--- src/rtl/mtwq_pkg.sv ---
package mtwq_pkg;

  localparam int MUTEX_COUNT_DEF = 32;
  localparam int TASK_COUNT_DEF  = 64;

  localparam int CMD_W    = 2;
  localparam int ID_W     = 6;
  localparam int TASK_W   = 6;
  localparam int STATUS_W = 3;
  localparam int NEWM_W   = 5;
  localparam int HELD_W   = 6;

  typedef enum logic [CMD_W-1:0] {
    CMD_CREATE  = 2'd0,
    CMD_LOCK    = 2'd1,
    CMD_UNLOCK  = 2'd2,
    CMD_RELEASE = 2'd3
  } cmd_t;

  typedef enum logic [STATUS_W-1:0] {
    ST_OK        = 3'd0,
    ST_NO_FREE   = 3'd1,
    ST_INVALID   = 3'd2,
    ST_DEADLOCK  = 3'd3,
    ST_NOT_OWNER = 3'd4
  } status_t;

  typedef enum logic [1:0] {
    S_IDLE,
    S_READ,
    S_WAKE,
    S_OUT
  } state_t;

endpackage

--- src/rtl/mtwq_if.sv ---
interface mtwq_in_if;
  logic                        valid;
  logic                        ready;
  logic [mtwq_pkg::CMD_W-1:0]  command;
  logic [mtwq_pkg::ID_W-1:0]   mutex_id;
  logic [mtwq_pkg::TASK_W-1:0] task_id;
  modport source (output valid, command, mutex_id, task_id, input ready);
  modport sink (input valid, command, mutex_id, task_id, output ready);
endinterface

interface mtwq_out_if;
  logic                          valid;
  logic                          ready;
  logic [mtwq_pkg::STATUS_W-1:0] status;
  logic [mtwq_pkg::NEWM_W-1:0]   new_mutex;
  logic                          must_sleep;
  logic                          wake_valid;
  logic [mtwq_pkg::TASK_W-1:0]   wake_task;
  logic [mtwq_pkg::HELD_W-1:0]   caller_held;
  modport source (output valid, status, new_mutex, must_sleep, wake_valid, wake_task,
                  caller_held, input ready);
  modport sink (input valid, status, new_mutex, must_sleep, wake_valid, wake_task,
                caller_held, output ready);
endinterface

--- src/rtl/mtwq_ram.sv ---
module mtwq_ram #(
  parameter int WIDTH = 8,
  parameter int DEPTH = 64
) (
  input  logic                     clk,
  input  logic                     we,
  input  logic [$clog2(DEPTH)-1:0] waddr,
  input  logic [WIDTH-1:0]         wdata,
  input  logic [$clog2(DEPTH)-1:0] raddr,
  output logic [WIDTH-1:0]         rdata
);

  logic [WIDTH-1:0] mem [DEPTH];

  always_ff @(posedge clk) begin
    if (we) begin
      mem[waddr] <= wdata;
    end
    rdata <= mem[raddr];
  end

endmodule

--- src/rtl/mutex_table_with_wait_queues_unit.sv ---
// From input acceptance to the result: link and caller count read, table update in
// S_READ, woken task count update in S_WAKE; S_OUT holds the result through result-side stalls.
// A new command is taken only when idle, so only one transaction is in flight.
// Reset: synchronous active-low rst_n clears the mutex table and the per-task count
// valid bits at once; the next-waiter and count memories themselves are not cleared.
module mutex_table_with_wait_queues_unit #(
  parameter int MUTEX_COUNT = mtwq_pkg::MUTEX_COUNT_DEF,
  parameter int TASK_COUNT  = mtwq_pkg::TASK_COUNT_DEF
) (
  input logic      clk,
  input logic      rst_n,
  mtwq_in_if.sink  in_ch,
  mtwq_out_if.source out_ch
);

  localparam int TW  = mtwq_pkg::TASK_W;
  localparam int HW  = mtwq_pkg::HELD_W;
  localparam int MW  = (MUTEX_COUNT > 1) ? $clog2(MUTEX_COUNT) : 1;
  localparam int TIW = $clog2(TASK_COUNT);
  localparam logic [HW-1:0] HELD_MAX = '1;

  // Flip-flop mutex table: reset clears it at once, release-all its owners and queues.
  // The free search scans every allocation bit; other fields are read at the addressed entry.
  logic [MUTEX_COUNT-1:0] alloc_r, own_v_r, q_ne_r;
  logic [TW-1:0]          own_t_r [MUTEX_COUNT];
  logic [TW-1:0]          q_head_r [MUTEX_COUNT];
  logic [TW-1:0]          q_tail_r [MUTEX_COUNT];

  // Held counts live in a memory. A count whose valid bit is clear reads as zero,
  // which is how reset and release-all clear every count at once.
  logic [TASK_COUNT-1:0]  held_vld_r;

  mtwq_pkg::state_t state_r, state_nxt;
  logic [mtwq_pkg::CMD_W-1:0]  cmd_r;
  logic [mtwq_pkg::ID_W-1:0]   mid_r;
  logic [TW-1:0]               tid_r;

  // Output registers.
  logic [mtwq_pkg::STATUS_W-1:0] status_r;
  logic [mtwq_pkg::NEWM_W-1:0]   newm_r;
  logic                          sleep_r, wv_r;
  logic [TW-1:0]                 wt_r;
  logic [HW-1:0]                 held_out_r;

  // Next-waiter links in a synchronous memory; written on enqueue, read on handoff.
  logic           nw_we;
  logic [TIW-1:0] nw_waddr, nw_raddr;
  logic [TW-1:0]  nw_wdata, nw_rdata;

  // Held-count memory port signals.
  logic           held_we;
  logic [TIW-1:0] held_waddr, held_raddr;
  logic [HW-1:0]  held_wdata, held_rdata;

  mtwq_ram #(.WIDTH(TW), .DEPTH(TASK_COUNT)) u_next_waiter (
    .clk   (clk),
    .we    (nw_we),
    .waddr (nw_waddr),
    .wdata (nw_wdata),
    .raddr (nw_raddr),
    .rdata (nw_rdata)
  );

  mtwq_ram #(.WIDTH(HW), .DEPTH(TASK_COUNT)) u_held (
    .clk   (clk),
    .we    (held_we),
    .waddr (held_waddr),
    .wdata (held_wdata),
    .raddr (held_raddr),
    .rdata (held_rdata)
  );

  logic accept;
  assign accept       = in_ch.valid && in_ch.ready;
  assign in_ch.ready  = (state_r == mtwq_pkg::S_IDLE);
  assign out_ch.valid = (state_r == mtwq_pkg::S_OUT);
  assign out_ch.status      = status_r;
  assign out_ch.new_mutex   = newm_r;
  assign out_ch.must_sleep  = sleep_r;
  assign out_ch.wake_valid  = wv_r;
  assign out_ch.wake_task   = wt_r;
  assign out_ch.caller_held = held_out_r;

  // Address the head of the addressed mutex's queue at acceptance time. Only one
  // transaction is in flight, so the tables cannot change before the data is used.
  logic          m_in_ok;
  logic [MW-1:0] m_in_idx;
  assign m_in_ok  = 32'(in_ch.mutex_id) < MUTEX_COUNT;
  assign m_in_idx = m_in_ok ? in_ch.mutex_id[MW-1:0] : '0;
  assign nw_raddr = q_head_r[m_in_idx][TIW-1:0];

  // Decode of the held transaction.
  logic           m_ok, t_ok;
  logic [MW-1:0]  mi;
  logic [TIW-1:0] ti;
  assign m_ok = 32'(mid_r) < MUTEX_COUNT;
  assign t_ok = 32'(tid_r) < TASK_COUNT;
  assign mi   = m_ok ? mid_r[MW-1:0] : '0;
  assign ti   = tid_r[TIW-1:0];

  // Lowest free mutex search.
  logic          found;
  logic [MW-1:0] free_idx;
  always_comb begin
    found    = 1'b0;
    free_idx = '0;
    for (int i = MUTEX_COUNT - 1; i >= 0; i--) begin
      if (!alloc_r[i]) begin
        found    = 1'b1;
        free_idx = MW'(i);
      end
    end
  end

  // Compute step: decide outputs and table updates.
  logic [mtwq_pkg::STATUS_W-1:0] st_c;
  logic sleep_c, wv_c;
  logic [TW-1:0] wt_c;
  logic do_create, do_release, do_grant, do_enq, do_unlock, do_handoff;
  logic [TW-1:0] w_c;
  always_comb begin
    st_c       = mtwq_pkg::ST_OK;
    sleep_c    = 1'b0;
    wv_c       = 1'b0;
    wt_c       = '0;
    do_create  = 1'b0;
    do_release = 1'b0;
    do_grant   = 1'b0;
    do_enq     = 1'b0;
    do_unlock  = 1'b0;
    do_handoff = 1'b0;
    w_c        = q_head_r[mi];
    case (mtwq_pkg::cmd_t'(cmd_r))
      mtwq_pkg::CMD_CREATE: begin
        if (found) begin
          do_create = 1'b1;
        end else begin
          st_c = mtwq_pkg::ST_NO_FREE;
        end
      end
      mtwq_pkg::CMD_RELEASE: do_release = 1'b1;
      mtwq_pkg::CMD_LOCK: begin
        if (!m_ok || !alloc_r[mi] || !t_ok) begin
          st_c = mtwq_pkg::ST_INVALID;
        end else if (own_v_r[mi] && own_t_r[mi] == tid_r) begin
          st_c = mtwq_pkg::ST_DEADLOCK;
        end else if (own_v_r[mi]) begin
          do_enq  = 1'b1;
          sleep_c = 1'b1;
        end else begin
          do_grant = 1'b1;
        end
      end
      mtwq_pkg::CMD_UNLOCK: begin
        if (!m_ok || !alloc_r[mi] || !t_ok) begin
          st_c = mtwq_pkg::ST_INVALID;
        end else if (!own_v_r[mi] || own_t_r[mi] != tid_r) begin
          st_c = mtwq_pkg::ST_NOT_OWNER;
        end else begin
          do_unlock = 1'b1;
          if (q_ne_r[mi]) begin
            do_handoff = 1'b1;
            wv_c       = 1'b1;
            wt_c       = w_c;
          end
        end
      end
      default: st_c = mtwq_pkg::ST_OK;
    endcase
  end

  // Caller's count after the step. A task queued twice on a mutex can be handed
  // that mutex by its own unlock, so the handoff increment may land on the caller.
  logic [HW-1:0] held_caller_base, held_caller;
  assign held_caller_base = held_vld_r[ti] ? held_rdata : '0;
  always_comb begin
    held_caller = held_caller_base;
    if (do_grant && held_caller != HELD_MAX) begin
      held_caller = held_caller + 1'b1;
    end
    if (do_unlock && held_caller != '0) begin
      held_caller = held_caller - 1'b1;
    end
    if (do_handoff && w_c == tid_r && held_caller != HELD_MAX) begin
      held_caller = held_caller + 1'b1;
    end
  end

  // Woken task's count, read in the compute cycle (S_READ) and written back in S_WAKE.
  logic [HW-1:0] held_waiter_base, held_waiter_inc;
  assign held_waiter_base = held_vld_r[wt_r[TIW-1:0]] ? held_rdata : '0;
  assign held_waiter_inc  = (held_waiter_base != HELD_MAX) ?
                            held_waiter_base + 1'b1 : held_waiter_base;

  logic caller_wr, wake_wr;
  assign caller_wr  = (state_r == mtwq_pkg::S_READ) && (do_grant || do_unlock) && t_ok;
  assign wake_wr    = (state_r == mtwq_pkg::S_WAKE) && wv_r && (wt_r != tid_r);
  assign held_we    = caller_wr || wake_wr;
  assign held_waddr = wake_wr ? wt_r[TIW-1:0] : ti;
  assign held_wdata = wake_wr ? held_waiter_inc : held_caller;
  assign held_raddr = (state_r == mtwq_pkg::S_READ) ? w_c[TIW-1:0]
                                                    : in_ch.task_id[TIW-1:0];

  assign nw_we    = (state_r == mtwq_pkg::S_READ) && do_enq && q_ne_r[mi];
  assign nw_waddr = q_tail_r[mi][TIW-1:0];
  assign nw_wdata = tid_r;

  always_comb begin
    state_nxt = state_r;
    case (state_r)
      mtwq_pkg::S_IDLE: if (accept) state_nxt = mtwq_pkg::S_READ;
      mtwq_pkg::S_READ: state_nxt = mtwq_pkg::S_WAKE;
      mtwq_pkg::S_WAKE: state_nxt = mtwq_pkg::S_OUT;
      mtwq_pkg::S_OUT:  if (out_ch.ready) state_nxt = mtwq_pkg::S_IDLE;
      default:          state_nxt = mtwq_pkg::S_IDLE;
    endcase
  end

  always_ff @(posedge clk) begin
    if (!rst_n) begin
      state_r <= mtwq_pkg::S_IDLE;
    end else begin
      state_r <= state_nxt;
    end
  end

  always_ff @(posedge clk) begin
    if (accept) begin
      cmd_r <= in_ch.command;
      mid_r <= in_ch.mutex_id;
      tid_r <= in_ch.task_id;
    end
  end

  always_ff @(posedge clk) begin
    if (state_r == mtwq_pkg::S_READ) begin
      status_r   <= st_c;
      newm_r     <= do_create ? mtwq_pkg::NEWM_W'(free_idx) : '0;
      sleep_r    <= sleep_c;
      wv_r       <= wv_c;
      wt_r       <= wt_c;
      held_out_r <= (do_release || !t_ok) ? '0 : held_caller;
    end
  end

  // Count valid bits: set on every count write, cleared by reset and release-all.
  always_ff @(posedge clk) begin
    if (!rst_n) begin
      held_vld_r <= '0;
    end else if (state_r == mtwq_pkg::S_READ && do_release) begin
      held_vld_r <= '0;
    end else if (held_we) begin
      held_vld_r[held_waddr] <= 1'b1;
    end
  end

  // Table updates, applied in the compute cycle.
  always_ff @(posedge clk) begin
    if (!rst_n) begin
      alloc_r <= '0;
      own_v_r <= '0;
      q_ne_r  <= '0;
      for (int i = 0; i < MUTEX_COUNT; i++) begin
        own_t_r[i]  <= '0;
        q_head_r[i] <= '0;
        q_tail_r[i] <= '0;
      end
    end else if (state_r == mtwq_pkg::S_READ) begin
      if (do_create) begin
        alloc_r[free_idx] <= 1'b1;
      end
      if (do_release) begin
        own_v_r <= '0;
        q_ne_r  <= '0;
      end
      if (do_grant) begin
        own_v_r[mi] <= 1'b1;
        own_t_r[mi] <= tid_r;
      end
      if (do_enq) begin
        if (!q_ne_r[mi]) begin
          q_head_r[mi] <= tid_r;
          q_ne_r[mi]   <= 1'b1;
        end
        q_tail_r[mi] <= tid_r;
      end
      if (do_unlock) begin
        if (do_handoff) begin
          if (w_c == q_tail_r[mi]) begin
            q_ne_r[mi] <= 1'b0;
          end else begin
            q_head_r[mi] <= nw_rdata;
          end
          own_t_r[mi] <= w_c;
        end else begin
          own_v_r[mi] <= 1'b0;
        end
      end
    end
  end

endmodule

--- src/flat_wrapper.sv ---
// flat-port wrapper written by rule: the top's interface ports become plain ports
module mutex_table_with_wait_queues_unit_flat 
#(
  parameter int MUTEX_COUNT = mtwq_pkg::MUTEX_COUNT_DEF,
  parameter int TASK_COUNT  = mtwq_pkg::TASK_COUNT_DEF
)
  (clk, rst_n, in_ch_valid, in_ch_command, in_ch_mutex_id, in_ch_task_id, in_ch_ready, out_ch_valid, out_ch_status, out_ch_new_mutex, out_ch_must_sleep, out_ch_wake_valid, out_ch_wake_task, out_ch_caller_held, out_ch_ready);
  mtwq_in_if in_ch_i ();
  mtwq_out_if out_ch_i ();
  input logic clk;
  input logic rst_n;
  input wire logic [$bits(in_ch_i.valid)-1:0] in_ch_valid;
  input wire logic [$bits(in_ch_i.command)-1:0] in_ch_command;
  input wire logic [$bits(in_ch_i.mutex_id)-1:0] in_ch_mutex_id;
  input wire logic [$bits(in_ch_i.task_id)-1:0] in_ch_task_id;
  output wire logic [$bits(in_ch_i.ready)-1:0] in_ch_ready;
  output wire logic [$bits(out_ch_i.valid)-1:0] out_ch_valid;
  output wire logic [$bits(out_ch_i.status)-1:0] out_ch_status;
  output wire logic [$bits(out_ch_i.new_mutex)-1:0] out_ch_new_mutex;
  output wire logic [$bits(out_ch_i.must_sleep)-1:0] out_ch_must_sleep;
  output wire logic [$bits(out_ch_i.wake_valid)-1:0] out_ch_wake_valid;
  output wire logic [$bits(out_ch_i.wake_task)-1:0] out_ch_wake_task;
  output wire logic [$bits(out_ch_i.caller_held)-1:0] out_ch_caller_held;
  input wire logic [$bits(out_ch_i.ready)-1:0] out_ch_ready;
  assign in_ch_i.valid = in_ch_valid;
  assign in_ch_i.command = in_ch_command;
  assign in_ch_i.mutex_id = in_ch_mutex_id;
  assign in_ch_i.task_id = in_ch_task_id;
  assign in_ch_ready = in_ch_i.ready;
  assign out_ch_valid = out_ch_i.valid;
  assign out_ch_status = out_ch_i.status;
  assign out_ch_new_mutex = out_ch_i.new_mutex;
  assign out_ch_must_sleep = out_ch_i.must_sleep;
  assign out_ch_wake_valid = out_ch_i.wake_valid;
  assign out_ch_wake_task = out_ch_i.wake_task;
  assign out_ch_caller_held = out_ch_i.caller_held;
  assign out_ch_i.ready = out_ch_ready;
  mutex_table_with_wait_queues_unit #(.MUTEX_COUNT(MUTEX_COUNT), .TASK_COUNT(TASK_COUNT)) u_core (.clk(clk), .rst_n(rst_n), .in_ch(in_ch_i), .out_ch(out_ch_i));
endmodule
--- config.mk ---
export PLATFORM = sky130hd
export DESIGN_NAME = mutex_table_with_wait_queues_unit_flat
export DESIGN_NICKNAME = d
export VERILOG_FILES = /design/src/rtl/mtwq_pkg.sv /design/src/rtl/mtwq_if.sv /design/src/rtl/mtwq_ram.sv /design/src/rtl/mutex_table_with_wait_queues_unit.sv /design/src/flat_wrapper.sv
export SDC_FILE = /design/constraint.sdc
export NUM_CORES = 2
export LEC_CHECK = 0
export BUFFER_PORTS_ARGS = -buffer_cell sky130_fd_sc_hd__clkbuf_2
export CORE_MARGIN = 5
export CORE_UTILIZATION = 60
export CTS_BUF_LIST = sky130_fd_sc_hd__clkbuf_2
export DETAILED_ROUTE_END_ITERATION = 12
export HOLD_SLACK_MARGIN = 0.03
export PLACE_DENSITY = 0.81
export SLEW_MARGIN = 10
export SYNTH_ARGS = -nofsm -noshare
export SYNTH_HDL_FRONTEND = slang
export SYNTH_HIERARCHICAL = 1
export SYNTH_SLANG_ARGS = --single-unit
--- constraint.sdc ---
create_clock -name clk -period 13.8 [get_ports clk]
set_clock_uncertainty 0.2 [all_clocks]
set_input_delay 1.38 -clock clk [delete_from_list [all_inputs] [get_ports clk]]
set_output_delay 1.38 -clock clk [all_outputs]
set_load 0.02 [all_outputs]
==> metrics.txt <==
post-DP HPWL 117000 um; number of global-route vias before repair 46574; Slew @ Worst Pin 1250 ps; Synth area leader edfxtp_1; DRC 0; highest clock rate 122 MHz; Max Slew Vio Count 0; critical setup path kind flop to flop; first-pass GRT wire length 278000 um; GRT Max-Usage Layer met2; Compound-Gate Fraction of Synth Area 8.52%; Synthesized Nets 5124; GRT Total Usage 29.8%; PortBufs 41; Simple-Gate Fraction of Synth Area 11.2%; TNS Setup 0 ps; Synth Flop Type edfxtp_1; DR iter-0 viols 6990; mapped cell area 69800 um2; Slew HR 16.1%; starting density of the core 60.2%; post-synthesis cell count 5097; minimum clock period 8170 ps; CP Max Fanout 110; status finished clean; Die W 351 um; Max Cap Violations 0; GP Congestion 0.957; placed cell areas 70900 um2; FILL cells 8240; Routed Antenna Nets 0; DRT Pass-1 Iters 6; DRT Wirelength 186000 um; combinational family with the most area after synthesis multiplexers; # H-tree levels 5; core area 116000 um2; IR drop worst, VDD 0.000167 V; hold slack final 300 ps; Site Rows 125; Setup crit end kind flop; number of synthesized flops with an enable pin 1380; fin area 74400 um2; Via Count 47420; M2 GR Usage 45.5%; power per cell area 156 nW/um2; Nets 5271; crit start category flop; Synth area leaders edfxtp_1 59%, mux4_2 8.6%, dfxtp_1 5.0%, nor2_1 4.5%, mux2i_1 2.8%; M1 GR Usage 41.2%; period utilization 59.2%; xor/xnor share of the synthesized area 0.389%; TritonCTS clock tree done; async set-reset flop share out of synthesis 0%; post-synth cell types 102; Layout area overhead 6.65%; Seq/Total Area, Yosys 64.4%; Avg WL per Cell 26.3 um; Pwr Total 11.6 mW; Final Hold Fails 0; Via density 6.73; Setup Viol. Count Final 0; Synth Area in Adders 0.161%; chip height 351 um; Worst-Skew Late Latency 1660 ps; Arr. time, crit path 9200 ps; GRT met3 Usage 8.23%; mux share of post-synthesis cell area 12.2%; initial antenna violation count 2; clk root buf clkbuf_2; clock sinks 1554; CTS Buf Count 383; CP Data Required Time 14840 ps; GRT overflow 0; Ys Warns 6; synthesized flop and latch total 1554; # IOs 42; syn avg cell area 13.7 um2; RSZ-0062 raised after global routing false; Synth top area share 59.4%; CTS max path bufs 4; Die Area 123000 um2; pin count of the biggest net entering global routing 121; final core utilization 64.2%; clock-pin slew of the registers on the worst-case setup and hold paths 100 ps; layout cell share with drive strength beyond 1 22.5%; leak pwr 24.8 nW; hold crit path type flop to flop
-- cell usage after synthesis (9+ instances only) --
| cell type | count |
|---|---|
| a211oi_1 | 32 |
| a21oi_1 | 148 |
| a221oi_1 | 91 |
| a22o_1 | 9 |
| a22oi_1 | 86 |
| a31oi_1 | 17 |
| and2_1 | 16 |
| and3_1 | 25 |
| buf_1 | 26 |
| buf_2 | 66 |
| buf_4 | 28 |
| buf_6 | 39 |
| clkbuf_1 | 248 |
| dfxtp_1 | 174 |
| edfxtp_1 | 1380 |
| ha_1 | 9 |
| inv_1 | 31 |
| mux2_2 | 32 |
| mux2i_1 | 195 |
| mux4_2 | 266 |
| nand2_1 | 309 |
| nand2b_1 | 29 |
| nand3_1 | 47 |
| nand3b_1 | 12 |
| nand4_1 | 34 |
| nor2_1 | 830 |
| nor2_2 | 101 |
| nor2_4 | 10 |
| nor2b_1 | 95 |
| nor3_1 | 35 |
| nor4_1 | 10 |
| o211ai_1 | 50 |
| o21ai_0 | 195 |
| o21ai_1 | 14 |
| o221ai_1 | 34 |
| o22a_1 | 17 |
| o22ai_1 | 94 |
| or2_1 | 27 |
| or2_2 | 38 |
| or3_1 | 10 |
| xnor2_1 | 22 |
| xor2_1 | 9 |
-- cell type report --
| cell class | count | area, um2 | area share (%) |
|---|---|---|---|
| clock buffer | 549 | 2750 | 3.69 |
| antenna | 4 | 10.0 | 0.0135 |
| tap | 1524 | 1910 | 2.56 |
| sequential | 1554 | 44900 | 60.4 |
| clock inverter | 112 | 583 | 0.784 |
| timing repair buffer | 173 | 1270 | 1.71 |
| multi-input combinational | 3098 | 22800 | 30.7 |
| inverter | 34 | 128 | 0.172 |
-- layout by cell type (no fill, tap or decap), types with 9 or more instances in the layout --
cell type	count
inv_1	30
nor2b_1	92
or2_2	42
nand3_1	47
o221ai_1	34
nand2_1	308
o211ai_1	50
a21oi_1	143
inv_2	10
a22oi_1	86
o22ai_1	92
and2_1	16
nor2_1	830
xor2_1	9
clkinv_2	16
dlygate4sd3_1	18
or3_1	10
a221oi_1	91
clkbuf_2	589
mux4_2	264
nor2_4	10
a22o_1	9
nor2_2	101
a31oi_1	16
clkinv_1	82
or2_1	23
nand4_1	34
xnor2_1	22
mux2i_1	194
nand3b_1	12
mux2_2	32
o21ai_0	194
edfxtp_1	1380
buf_4	112
nor3_1	35
nand2b_1	28
o22a_1	17
dfxtp_1	174
and3_1	25
a211oi_1	32
-- kinds of logic (layout without fill, tap and decap cells) --
| group | Yosys count | after routing |
|---|---|---|
| and+or+nand+nor | 1676 | 1676 |
| DFF | 1554 | 1554 |
| AOI/OAI and AO/OA | 879 | 879 |
| muxes | 503 | 503 |
| buffers and inverters | 445 | 868 |
| xor gates and xnor gates | 31 | 31 |
| adders and majority gates | 9 | 9 |
| other | 0 | 4 |
-- state kept, by name, indices dropped and copies added (netlist names), 32 cells and up --
name	count
u_core/u_held/mem	384
u_core/u_next_waiter/mem	384
u_core/own_t_r	192
u_core/q_head_r	192
u_core/q_tail_r	192
u_core/held_vld_r	64
u_core/alloc_r	32
u_core/own_v_r	32
u_core/q_ne_r	32
-- metrics by stage --
stage	worst slack [ps]	std cells
final	5630	7048
after global routing	5250	7046
after CTS	5810	7044
after detailed placement	5870	6365
after global placement	6000	6365
after floorplan	5870	5097
-- power by group --
| part | total (mW) | internal (mW) | switching, mW |
|---|---|---|---|
| Sequential | 5.60 | 5.49 | 0.110 |
| Combinational | 3.08 | 1.02 | 2.07 |
| Clock | 2.95 | 1.16 | 1.79 |
| Total | 11.6 | 7.66 | 3.97 |
-- path summary, 6_finish.rpt --
kind,startpoint,endpoint,slack [ps],cells past startpoint
min,u_core/held_vld_r[38],u_core/held_vld_r[38],300,2
min reg2reg,u_core/held_vld_r[38],u_core/held_vld_r[38],300,2
max reg2reg,u_core/mid_r[0],u_core/u_held/mem[52][0],5630,23
max,u_core/mid_r[0],u_core/u_held/mem[52][0],5630,23
-- metal layers --
| metal | share of wire (%) | vias up |
|---|---|---|
| li1 | - | 19969 |
| met1 | 36 | 23221 |
| met5 | 0.0065 | - |
| met2 | 46 | 3652 |
| met3 | 14 | 576 |
| met4 | 4.0 | 2 |
-- repair_timing --
item,in CTS,in global routing
gates resized for setup,0,0
hold endpoints to repair,25,0
hold buffers,18,0
setup buffers,0,0
-- worst max-delay path, stage by stage (launching register included) --
cell,delay (ps)
edfxtp_1,350
buf_4,610
buf_12,550
o21bai_4,110
buf_4,400
a221oi_1,400
o22ai_1,190
nor4_4,570
nand4_1,450
a21oi_1,450
o211a_1,220
inv_1,90
ha_1,240
inv_1,120
a311oi_1,60
nor2_1,260
mux2i_1,280
ha_1,230
nand2_1,60
o31a_1,280
a211oi_4,330
nor4b_2,120
xnor2_1,180
mux2_2,890
(Power assumes the default switching activity.)
